==> src/design/wsd_pkg.sv <==
`timescale 1ns / 1ps
package wsd_pkg;

  // received byte of a chunk
  typedef struct packed {
    logic [7:0] data_byte;
    logic       chunk_end;
  } wsd_in_t;

  // one result
  typedef struct packed {
    logic [7:0] payload_byte;
    logic       payload_last;
    logic [3:0] frame_opcode;
    logic       frame_fin;
    logic       status;
  } wsd_out_t;

  // parser phase
  typedef enum logic [2:0] {
    PH_HDR0 = 3'd0,
    PH_HDR1 = 3'd1,
    PH_EXT  = 3'd2,
    PH_KEY  = 3'd3,
    PH_PAY  = 3'd4,
    PH_SKIP = 3'd5
  } wsd_phase_e;

  // classified work passed from parser to output side
  typedef struct packed {
    logic [7:0] data;
    logic [7:0] mask;
    logic       last;
    logic [3:0] opcode;
    logic       fin;
    logic       status;
  } wsd_job_t;

  // queue status toward the parser and the output side
  typedef struct packed {
    logic full;
    logic valid;
  } wsd_qstat_t;

  localparam logic [6:0] LEN_CODE_16 = 7'd126;
  localparam logic [6:0] LEN_CODE_64 = 7'd127;
  localparam logic [3:0] EXT16_BYTES = 4'd2;
  localparam logic [3:0] EXT64_BYTES = 4'd8;
  localparam logic [3:0] KEY_BYTES   = 4'd4;

  localparam logic STATUS_DATA  = 1'b0;
  localparam logic STATUS_SHORT = 1'b1;

  localparam int unsigned Q_DEPTH = 4;
  localparam int unsigned Q_AW    = $clog2(Q_DEPTH);

endpackage

==> src/design/wsd_front.sv <==
`timescale 1ns / 1ps
module wsd_front
  import wsd_pkg::*;
(
  input  logic       clk_i,
  input  logic       rst_ni,
  input  logic       accept_i,
  input  wsd_in_t    in_data_i,
  output logic       push_o,
  output wsd_job_t   job_o
);

  wsd_phase_e  phase_q, phase_d;
  logic [3:0]  cnt_q, cnt_d;
  logic [6:0]  code_q, code_d;
  logic [63:0] len_q, len_d;
  logic [31:0] key_q, key_d;
  logic        masked_q, masked_d;
  logic [1:0]  idx_q, idx_d;
  logic [3:0]  opc_q, opc_d;
  logic        fin_q, fin_d;

  always_ff @(posedge clk_i or negedge rst_ni) begin
    if (!rst_ni) begin
      phase_q  <= PH_HDR0;
      cnt_q    <= '0;
      code_q   <= '0;
      len_q    <= '0;
      key_q    <= '0;
      masked_q <= 1'b0;
      idx_q    <= '0;
      opc_q    <= '0;
      fin_q    <= 1'b0;
    end else begin
      phase_q  <= phase_d;
      cnt_q    <= cnt_d;
      code_q   <= code_d;
      len_q    <= len_d;
      key_q    <= key_d;
      masked_q <= masked_d;
      idx_q    <= idx_d;
      opc_q    <= opc_d;
      fin_q    <= fin_d;
    end
  end

  always_comb begin
    logic [7:0] b;
    logic [3:0] need;
    b        = in_data_i.data_byte;
    need     = (code_q == LEN_CODE_16) ? EXT16_BYTES : EXT64_BYTES;
    phase_d  = phase_q;
    cnt_d    = cnt_q;
    code_d   = code_q;
    len_d    = len_q;
    key_d    = key_q;
    masked_d = masked_q;
    idx_d    = idx_q;
    opc_d    = opc_q;
    fin_d    = fin_q;
    push_o   = 1'b0;
    job_o    = '0;
    if (accept_i) begin
      unique case (phase_q)
        PH_HDR0: begin
          fin_d   = b[7];
          opc_d   = b[3:0];
          phase_d = PH_HDR1;
        end
        PH_HDR1: begin
          masked_d = b[7];
          code_d   = b[6:0];
          cnt_d    = '0;
          if (b[6:0] == LEN_CODE_16 || b[6:0] == LEN_CODE_64) begin
            len_d   = '0;
            phase_d = PH_EXT;
          end else begin
            len_d = {57'd0, b[6:0]};
            if (b[7]) begin
              key_d   = '0;
              phase_d = PH_KEY;
            end else begin
              idx_d   = '0;
              phase_d = (b[6:0] == 7'd0) ? PH_SKIP : PH_PAY;
            end
          end
        end
        PH_EXT: begin
          len_d = {len_q[55:0], b};
          cnt_d = cnt_q + 4'd1;
          if (cnt_d >= need) begin
            cnt_d = '0;
            if (masked_q) begin
              key_d   = '0;
              phase_d = PH_KEY;
            end else begin
              idx_d   = '0;
              phase_d = (len_d == 64'd0) ? PH_SKIP : PH_PAY;
            end
          end
        end
        PH_KEY: begin
          key_d = {key_q[23:0], b};
          cnt_d = cnt_q + 4'd1;
          if (cnt_d >= KEY_BYTES) begin
            idx_d   = '0;
            phase_d = (len_q == 64'd0) ? PH_SKIP : PH_PAY;
          end
        end
        PH_PAY: begin
          // len_q counts the payload bytes still to come
          push_o      = 1'b1;
          job_o.data  = b;
          job_o.last  = (len_q == 64'd1);
          job_o.status = STATUS_DATA;
          if (masked_q) begin
            unique case (idx_q)
              2'd0: job_o.mask = key_q[31:24];
              2'd1: job_o.mask = key_q[23:16];
              2'd2: job_o.mask = key_q[15:8];
              2'd3: job_o.mask = key_q[7:0];
            endcase
          end
          len_d = len_q - 64'd1;
          idx_d = idx_q + 2'd1;
          if (len_q == 64'd1) begin
            phase_d = PH_SKIP;
          end
        end
        PH_SKIP: begin
        end
        default: begin
        end
      endcase
      if (in_data_i.chunk_end) begin
        if (phase_d != PH_SKIP) begin
          // chunk cut the frame short: error replaces any payload byte
          push_o       = 1'b1;
          job_o.data   = '0;
          job_o.mask   = '0;
          job_o.last   = 1'b0;
          job_o.status = STATUS_SHORT;
        end
        phase_d = PH_HDR0;
        cnt_d   = '0;
        idx_d   = '0;
      end
      job_o.opcode = opc_d;
      job_o.fin    = fin_d;
    end
  end

endmodule

==> src/design/wsd_queue.sv <==
`timescale 1ns / 1ps
module wsd_queue
  import wsd_pkg::*;
(
  input  logic       clk_i,
  input  logic       rst_ni,
  input  logic       push_i,
  input  wsd_job_t   push_data_i,
  input  logic       pop_i,
  output wsd_job_t   pop_data_o,
  output wsd_qstat_t stat_o
);

  wsd_job_t        mem_q [Q_DEPTH];
  logic [Q_AW-1:0] wr_ptr_q, rd_ptr_q;
  logic [Q_AW:0]   count_q;
  logic            do_push, do_pop;

  assign stat_o.full  = (count_q == (Q_AW+1)'(Q_DEPTH));
  assign stat_o.valid = (count_q != '0);
  assign do_push      = push_i && !stat_o.full;
  assign do_pop       = pop_i && stat_o.valid;
  assign pop_data_o   = mem_q[rd_ptr_q];

  always_ff @(posedge clk_i) begin
    if (do_push) begin
      mem_q[wr_ptr_q] <= push_data_i;
    end
  end

  always_ff @(posedge clk_i or negedge rst_ni) begin
    if (!rst_ni) begin
      wr_ptr_q <= '0;
      rd_ptr_q <= '0;
      count_q  <= '0;
    end else begin
      if (do_push) begin
        wr_ptr_q <= wr_ptr_q + 1'b1;
      end
      if (do_pop) begin
        rd_ptr_q <= rd_ptr_q + 1'b1;
      end
      unique case ({do_push, do_pop})
        2'b10:   count_q <= count_q + 1'b1;
        2'b01:   count_q <= count_q - 1'b1;
        default: count_q <= count_q;
      endcase
    end
  end

endmodule

==> src/design/wsd_back.sv <==
`timescale 1ns / 1ps
module wsd_back
  import wsd_pkg::*;
(
  input  logic       clk_i,
  input  logic       rst_ni,
  input  wsd_qstat_t qstat_i,
  input  wsd_job_t   job_i,
  output logic       pop_o,
  output logic       out_valid_o,
  input  logic       out_stall_i,
  output wsd_out_t   out_data_o
);

  logic     valid_q;
  wsd_out_t data_q;

  // output register refills whenever it is empty or being drained
  assign pop_o       = qstat_i.valid && (!valid_q || !out_stall_i);
  assign out_valid_o = valid_q;
  assign out_data_o  = data_q;

  always_ff @(posedge clk_i) begin
    if (pop_o) begin
      data_q.payload_byte <= job_i.data ^ job_i.mask;
      data_q.payload_last <= job_i.last;
      data_q.frame_opcode <= job_i.opcode;
      data_q.frame_fin    <= job_i.fin;
      data_q.status       <= job_i.status;
    end
  end

  always_ff @(posedge clk_i or negedge rst_ni) begin
    if (!rst_ni) begin
      valid_q <= 1'b0;
    end else if (pop_o) begin
      valid_q <= 1'b1;
    end else if (!out_stall_i) begin
      valid_q <= 1'b0;
    end
  end

endmodule

==> src/design/websocket_frame_deframer.sv <==
`timescale 1ns / 1ps
// a payload or error result is written into the queue at the transfer of the byte that
//   causes it, then moved into the output register once that register is empty or drained
// throughput: one byte per cycle while the queue has room; the input stalls when it is full
// reset: asynchronous, active low; parser back to the first header byte, queue empty,
//   output register empty
module websocket_frame_deframer
  import wsd_pkg::*;
(
  input  logic     clk_i,
  input  logic     rst_ni,
  input  logic     in_valid_i,
  output logic     in_stall_o,
  input  wsd_in_t  in_data_i,
  output logic     out_valid_o,
  input  logic     out_stall_i,
  output wsd_out_t out_data_o
);

  // parser side: header fields, extended length, mask key, payload classification
  logic       accept;
  logic       push;
  wsd_job_t   push_job;

  // queue between parser and output side
  logic       pop;
  wsd_job_t   pop_job;
  wsd_qstat_t qstat;

  // the parser only stalls when the queue has no room left
  assign in_stall_o = qstat.full;
  assign accept     = in_valid_i && !in_stall_o;

  wsd_front u_front (
    .clk_i     (clk_i),
    .rst_ni    (rst_ni),
    .accept_i  (accept),
    .in_data_i (in_data_i),
    .push_o    (push),
    .job_o     (push_job)
  );

  wsd_queue u_queue (
    .clk_i       (clk_i),
    .rst_ni      (rst_ni),
    .push_i      (push),
    .push_data_i (push_job),
    .pop_i       (pop),
    .pop_data_o  (pop_job),
    .stat_o      (qstat)
  );

  // output side: unmask and hold the result until its transfer
  wsd_back u_back (
    .clk_i       (clk_i),
    .rst_ni      (rst_ni),
    .qstat_i     (qstat),
    .job_i       (pop_job),
    .pop_o       (pop),
    .out_valid_o (out_valid_o),
    .out_stall_i (out_stall_i),
    .out_data_o  (out_data_o)
  );

  // parser never writes into a full queue
  a_no_push_full: assert property (@(posedge clk_i) disable iff (!rst_ni)
    push |-> !qstat.full)
    else $error("queue write while full");

  // a held result is never overwritten
  a_no_pop_stalled: assert property (@(posedge clk_i) disable iff (!rst_ni)
    pop |-> (!out_valid_o || !out_stall_i))
    else $error("output register overwritten while stalled");

  // an empty output register is refilled at once from a waiting queue
  a_refill: assert property (@(posedge clk_i) disable iff (!rst_ni)
    (qstat.valid && !out_valid_o) |-> pop)
    else $error("output register left empty with queued work");

endmodule

==> config.mk <==
export PLATFORM = sky130hd
export DESIGN_NAME = websocket_frame_deframer
export DESIGN_NICKNAME = d
export VERILOG_FILES = /design/src/design/wsd_pkg.sv /design/src/design/wsd_front.sv /design/src/design/wsd_queue.sv /design/src/design/wsd_back.sv /design/src/design/websocket_frame_deframer.sv
export SDC_FILE = /design/constraint.sdc
export NUM_CORES = 1
export LEC_CHECK = 0
export ABC_AREA = 1
export BUFFER_PORTS_ARGS = -buffer_cell sky130_fd_sc_hd__buf_2
export CORE_MARGIN = 5
export CORE_UTILIZATION = 60
export DETAILED_ROUTE_END_ITERATION = 7
export GPL_ROUTABILITY_DRIVEN = 0
export GPL_TIMING_DRIVEN = 0
export PLACE_DENSITY = 0.77
export SETUP_SLACK_MARGIN = 0.1
export SYNTH_ARGS = -nofsm -noshare
export SYNTH_HDL_FRONTEND = slang
export SYNTH_SLANG_ARGS = --single-unit
export TNS_END_PERCENT = 20
==> constraint.sdc <==
create_clock -name clk_i -period 4.3 [get_ports clk_i]
set_input_delay 0.215 -clock clk_i [delete_from_list [all_inputs] [get_ports clk_i]]
set_output_delay 0.215 -clock clk_i [all_outputs]
set_load 0.01 [all_outputs]
# [Word-level counts from Yosys, hierarchy flattened]
# Memory sizes are Yosys's and may differ from the RTL's.
# Index checks and enable logic that the tools add are counted.
[totals] wordCells=128 mem_bits_rw=92 register_bits=141 romBits=0 latch_bits=0 n_memories=1
[memory_table] name="u_queue.mem_q" depth=4 width=23 read_ports=1 rd_clocked_by_memory_dff=0 wr=1 line_no="wsd_queue.sv:14" text="wsd_job_t mem_q [Q_DEPTH];"
[classes] n_bitwise=1 shift=0 add_sub_neg=7 mux=49 multipliers=0 reduce_logical=25 div=0 n_lt_le_gt_ge=2 eq_ne=25
[ops] op="64-bit case mux with 3 select lines" count=1
[ops] op="64-bit zero test" count=2
[ops] op="32-bit 2-to-1 mux" count=4
[ops] op="32-bit case mux with 3 select lines" count=1
[ops] op="64-bit by 1-bit equality test with 1-bit output (second input constant)" count=1
[ops] op="64-bit by 1-bit subtractor with 64-bit output (second input constant)" count=1
[ops] op="17-bit 2-to-1 mux" count=3
[ops] op="8-bit case mux with 4 select lines" count=1
[ops] op="3-bit 2-to-1 mux" count=8
[ops] op="23-bit 2-to-1 mux" count=1
[ops] op="7-bit equality test (second input constant)" count=3
[ops] op="4-bit 2-to-1 mux" count=4
[ops] op="3-bit case mux with 5 select lines" count=1
[ops] op="1-bit 2-to-1 mux" count=14
[ops] op="2-bit 2-to-1 mux" count=6
[ops] op="3-bit != test (second input constant)" count=4
[ops] op="4-bit case mux with 3 select lines" count=1
[ops] op="3-bit nonzero test" count=3
[ops] op="8-bit 2-to-1 mux" count=1
[ops] op="2-bit case mux with 4 select lines" count=1
[ops] op="8-bit XOR" count=1
[ops] op="7-bit zero test" count=1
[ops] op="7-bit 2-to-1 mux" count=1
[ops] op="7-bit AND reduction" count=1
[ops] op="other kinds (25)" count=44

# [Depth between registers and ports, before layout]
[depth] depth_word=13 ltp_mapped=22 mapped_depth_nobuf=22

# [Modules after synthesis]
# From an unflattened synthesis, not the netlist that was laid out.
[hier_totals] cells_unflattened=1569 area_unflattened_um2=12703.4
[modules_own_cells] mod="wsd_front" cells_each=1178 seq_area_each_um2=2952.8 n_inst=1 area_each_um2=7925.1
[modules_own_cells] mod="wsd_queue" cells_each=329 seq_area_each_um2=2937.8 n_inst=1 area_each_um2=4122.7
[modules_own_cells] mod="wsd_back" cells_each=60 seq_area_each_um2=475.5 n_inst=1 area_each_um2=645.6
[modules_own_cells] mod="websocket_frame_deframer" cells_each=2 seq_area_each_um2=0.0 n_inst=1 area_each_um2=10.0

# [Worst setup path before layout]
# OpenSTA, ideal clock, no wires.
[synth_path] path_type="reg-to-reg" start="register u_front.cnt_q[0]" end="memory u_queue.mem_q[0][0] in the netlist's numbering, enable pin" t_arrival_ns=2.875 setup_slack_ns=1.022 path_stages_with_launch=17 cell_sequence="dfrtp_1 > ha_1 > inv_1 > ha_1 > a21boi_0 > nand2_1 > nand2_1 > nand2_1 > nand2_1 > nand2_1 > nand4_1 > nor2_1 > nand2_2 > nand2_2 > nand2_2 > inv_2 > nor2_1"
[synth_via] elab_chain_cells=12 elab_cells_between_ends=14 cone_classes="add/sub (1); order compare (2); eq/ne (1); mux (9); reduce/logical (1)"
[synth_rtl] element="from (decl)" line_no="wsd_front.sv:14" text="logic [3:0] cnt_q, cnt_d;"
[synth_rtl] element="from (signal assigned)" line_no="wsd_front.sv:36" text="cnt_q <= cnt_d;"
[synth_rtl] element="4-bit by 1-bit adder with 4-bit output *" line_no="wsd_front.sv:90, wsd_front.sv:104"
[synth_rtl] element="4-bit by 3-bit >= comparator with 1-bit output or 4-bit >= comparator (tied branches)" line_no="wsd_front.sv:105, wsd_front.sv:91"
[synth_rtl] element="3-bit 2-to-1 mux, on equally long branches" line_no="wsd_front.sv:105, wsd_front.sv:91"
[synth_rtl] element="3-bit case mux with 5 select lines *" line_no="wsd_front.sv:64" text="unique case (phase_q)"
[synth_rtl] element="3-bit 2-to-1 mux *" line_no="wsd_front.sv:63" text="if (accept_i) begin"
[synth_rtl] element="3-bit != test *" line_no="wsd_front.sv:136" text="if (phase_d != PH_SKIP) begin"
[synth_rtl] element="1-bit 2-to-1 mux *" line_no="wsd_front.sv:136"
[synth_rtl] element="1-bit 2-to-1 mux *" line_no="wsd_front.sv:135" text="if (in_data_i.chunk_end) begin"
[synth_rtl] element="1-bit 2-to-1 mux *" line_no="wsd_front.sv:63"
[synth_rtl] element="1-bit logical AND *" line_no="wsd_queue.sv:21" text="assign do_push = push_i && !stat_o.full;"
[synth_rtl] element="1-bit 2-to-1 mux *" line_no="wsd_queue.sv:26" text="if (do_push) begin"
[synth_rtl] element="1-bit 2-to-1 mux (not written as such) *" line_no="wsd_queue.sv:27" text="mem_q[wr_ptr_q] <= push_data_i;"
[synth_rtl] element="to (decl)" line_no="wsd_queue.sv:14"
# Mark *: on every way between the ends. The rest lies on a longest branch, timed or not. The select of a mux whose other input is x is not followed.

# [Worst setup path after layout]
[layout_path] start="register u_front.cnt_q[0]" end="register u_queue.count_q[2]"
[layout_via] elab_chain_cells=12 elab_cells_between_ends=16 cone_classes="add/sub (1); order compare (2); eq/ne (3); mux (8); reduce/logical (2)"
[layout_rtl] element="4-bit by 1-bit adder with 4-bit output *" line_no="wsd_front.sv:90, wsd_front.sv:104"
[layout_rtl] element="4-bit by 3-bit >= comparator with 1-bit output or 4-bit >= comparator (tied branches)" line_no="wsd_front.sv:105, wsd_front.sv:91"
[layout_rtl] element="3-bit 2-to-1 mux, on equally long branches" line_no="wsd_front.sv:105, wsd_front.sv:91"
[layout_rtl] element="3-bit case mux with 5 select lines *" line_no="wsd_front.sv:64"
[layout_rtl] element="3-bit 2-to-1 mux *" line_no="wsd_front.sv:63"
[layout_rtl] element="3-bit != test *" line_no="wsd_front.sv:136"
[layout_rtl] element="1-bit 2-to-1 mux *" line_no="wsd_front.sv:136"
[layout_rtl] element="1-bit 2-to-1 mux *" line_no="wsd_front.sv:135"
[layout_rtl] element="1-bit 2-to-1 mux *" line_no="wsd_front.sv:63"
[layout_rtl] element="1-bit logical AND *" line_no="wsd_queue.sv:21"
[layout_rtl] element="2-bit by 1-bit equality test with 1-bit output or 2-bit equality test (tied branches)" line_no="wsd_queue.sv:43" text="unique case ({do_push, do_pop})"
[layout_rtl] element="3-bit case mux with 2 select lines or 2-bit nonzero test (tied branches)"
[layout_rtl] element="to (signal assigned)" line_no="wsd_queue.sv:44" text="2'b10: count_q <= count_q + 1'b1;"
[layout_rtl] element="to (signal assigned)" line_no="wsd_queue.sv:45" text="2'b01: count_q <= count_q - 1'b1;"
[layout_rtl] element="to (signal assigned)" line_no="wsd_queue.sv:46" text="default: count_q <= count_q;"
[layout_rtl] element="to (decl)" line_no="wsd_queue.sv:16" text="logic [Q_AW:0] count_q;"
# Marked as above.
# A chain may end at the register's enable or synchronous reset.

==> run summary <==
final setup vio count - 0
Worst Max-Slew Pin Slew - 0.804 ns
top cell type's share of synthesized area - 26.5%
DP HPWL - 22.4 mm
sequential share of power - 39.5%
Initial Util - 60.4%
RSZ-0062 raised after global routing - no
Overall Global Routing Usage - 27.3%
largest net degree at the start of global routing - 98
Rel. slew slack - 46.4%
Arr. time, crit path - 3.78 ns
via count - 10500
Initial DRC Count - 944
FILL cells - 1647
worst-path fanout max - 5
Clock power frac - 21.7%
max-slew violations - 0
clock sinks - 233
Clock Root Buffer - clkbuf_16
TNS Setup - 0 ns
peak supply drop - 0.000517 V
PD cells - 705 nW/um2
top-count cell post-synth - nor2_1
Buf/Inv on CP - 3
DRC viols - 1
area grow syn2layout - 11.8%
Antenna Cells - 0
Ports - 30
ys async rst share - 54.1%
Avg Vias per Cell - 6.01
die span in x - 152 um
share of cells above drive strength 1 - 11.5%
Yosys cell types - 51
Post-Syn Area - 12100 um2
Hold Vio Cnt, Final - 0
CP Cell Sequence - ha_1 > inv_1 > ha_1 > a21boi_0 > nand2_1 > nand2_1 > nand2_1 > nand2_1 > nand2_1 > nand4_1 > nor2_1 > nand2_2 > nand2_2 > nand2_2 > inv_2 > ha_1 > inv_1 > fa_1 > a21oi_1 > o21ai_0 > xnor2_1
Crit path top cell by count - nand2_1
ANT nets after route - 0
initial antenna violation count - 0
Max-Cap Viols - 0
Total Die Area - 23100 um2
clk buf depth - 3
first-pass iteration count of the detailed router - 8
min cycle time layout - 3.37 ns
dominant cell type by area after synthesis - edfxtp_1
failing checks - DRC
Synth Flop Type - dfrtp_1
fmax - 0.296 GHz
logic gate share of total power - 38.8%
total core area - 20000 um2
H-Tree Depth - 1
cell count after synthesis - 1397
Clock Latency Late Sink - 0.53 ns
nature of the critical path endpoint - register
first-pass GRT wire length - 52.3 mm
Pleak - 5.39 nW
Overall Power - 0.00955 W
Final nets - 1491
cts bufs inserted - 25
status - complete, but fails checks
I/O Buffers - 29
Synth warnings - 0
row cnt - 52
CP max stage cell - dfrtp_1
DR WL/cell - 18.2 um
Int Pwr - 0.00553 W
path type of the worst setup path - reg -> reg
clock transition at the registers of the reported paths - 0.06 ns
final cycle utilization of the critical path - 78.5%
critical path launch point type - register
total grt overflow - 0
total net switching power - 0.00402 W
vias in the first global route - 10300
#FFs+latches synth - 233
CTS tree - yes
WP data required - 4.70 ns
Commonest cells post-synth - nor2_1, nand2_1, a21oi_1, o21ai_0, dfrtp_1
Sw Share - 42.1%
post-CTS sizing - 0
post-route clock skew - 0.0124 ns
Avg Inst Size Synth - 8.67 um2
post-synthesis net count - 1426
sequential fraction of the synthesis area - 52.6%
synth top area cells - edfxtp_1, dfrtp_1, nor2_1, nand2_1, a21oi_1
EDFF count, synth - 107
class of the most critical hold timing path - in -> reg
DRT Wirelength - 31.9 mm
Top Family by Delay on Critical Path - adder cells
Max stage delay on crit path - 0.42 ns
die height - 152 um
==> metrics by stage <==
| stage | cells | hold slack [ns] | util (%) | setup WS (ns) | instance area (um2) |
|---|---|---|---|---|---|
| CTS | 1750 | 0.000164 | 67.6 | 0.938 | 13500 |
| finish | 1750 | 0.0115 | 67.6 | 0.926 | 13500 |
| floorplan | 1397 | -0.0806 | - | 1.02 | 12100 |
| global placement | 1696 | 0.444 | 62.8 | 0.154 | 12600 |
| detailed placement | 1701 | 0.111 | 63.5 | 1.01 | 12700 |
| global route | 1750 | 0.0188 | 67.6 | 0.569 | 13500 |
==> worst reg2reg max path, delay by kind of cell (launching register included) <==
kind / cells / cell delay (ns)
AOI/OAI and AO/OA: 3 / 0.34
xor gates and xnor gates: 1 / 0.14
adders and majority gates: 4 / 1.11
DFF: 1 / 0.42
buffers and inverters: 3 / 0.25
and+or+nand+nor: 10 / 1.00
==> layout make-up <==
class	instances	area, um2	share of cell area, %
multi-input cells	990	5060	37.4
flip-flops and latches	233	6370	47.0
inverters	115	432	3.19
plain buffers	59	256	1.89
well taps	270	338	2.50
clock buffers	28	637	4.70
clock inverters	17	143	1.05
repair buffers	38	304	2.25
==> repair_timing <==
item                      CTS  global route
hold buffers                4             0
buffers inserted            0             0
hold endpoints to repair   33             0
==> routing by layer <==
metal  up-vias  global-route usage [%]  share of wire, %
met4         0                    11.8               3.6
met2       509                    46.1                49
li1       4932                       -                 -
met5         -                       0                 0
met3        94                    4.10               7.5
met1      4975                    35.2                40
==> registers in the layout (all words and copies together), names as in the netlist <==
register / flops
u_queue.count_q: 3
u_front.cnt_q: 4
u_front.len_q: 64
u_front.fin_q: 1
u_back.out_data_o: 15
u_queue.rd_ptr_q: 2
u_front.masked_q: 1
u_front.idx_q: 2
u_back.out_valid_o: 1
u_front.opc_q: 4
u_front.code_q: 7
u_front.phase_q: 3
u_front.key_q: 32
u_queue.wr_ptr_q: 2
u_queue.mem_q: 92
==> layout by cell type (no fill, tap or decap), types with 3 or more instances in the layout <==
cell	count
nand3_2	3
nand2_1	194
nand2_2	10
a21oi_1	136
inv_2	13
ha_1	15
a22oi_1	27
o21ai_1	3
buf_4	3
nor3_1	15
dfrtp_1	126
and2_1	5
inv_1	101
buf_1	6
nand3_1	89
or2_2	6
nor4_1	5
o21bai_1	3
dlygate4sd3_1	4
nor2_1	215
nor2_4	8
clkbuf_16	25
xnor2_1	3
xor2_1	12
clkinv_2	4
o22ai_1	30
buf_16	3
a32o_1	8
o21ai_0	134
nand4_1	14
a32oi_1	3
a21o_1	5
clkinv_1	6
clkbuf_1	34
buf_2	47
nor2_2	27
edfxtp_1	107
==> cells by family after synthesis <==
group / Yosys count / share of synthesized area (%)
AOI/OAI and AO/OA: 360 / 16.7
xor gates and xnor gates: 15 / 1.09
adders and majority gates: 16 / 1.72
buffers and inverters: 174 / 5.68
DFF: 233 / 52.6
muxes: 1 / 0.0930
and+or+nand+nor: 598 / 22.2
==> power groups by stage <==
| stage | clock network, W | logic (W) | registers [W] |
|---|---|---|---|
| 6_report | 0.00207 | 0.00370 | 0.00377 |
| 5_1_grt | 0.00220 | 0.00414 | 0.00385 |
| 4_1_cts | 0.00209 | 0.00366 | 0.00375 |
| 3_5_place_dp | 0 | 0.00363 | 0.00378 |
| 3_3_place_gp | 0 | 0.00348 | 0.00377 |
| 2_1_floorplan | 0 | 0.00260 | 0.00363 |
==> path summary, 6_finish.rpt <==
kind	startpoint	end	slack, ns	cells past startpoint
setup / recovery	u_front.cnt_q[0]$_DFFE_PN0P_	u_queue.count_q[2]$_DFFE_PN0P_	0.93	21
hold reg to reg	u_front.opc_q[2]$_DFFE_PN0P_	u_front.opc_q[2]$_DFFE_PN0P_	0.48	1
setup reg to reg	u_front.cnt_q[0]$_DFFE_PN0P_	u_queue.count_q[2]$_DFFE_PN0P_	0.93	21
hold / removal	in_data_i[6]	u_front.key_q[5]$_DFFE_PN0P_	0.01	3
max in group asynchronous	rst_ni	u_queue.count_q[1]$_DFFE_PN0P_	3.36	3
min in group asynchronous	rst_ni	u_front.len_q[19]$_DFFE_PN0P_	0.14	2
No activity file was read; power rests on OpenSTA's default activity.
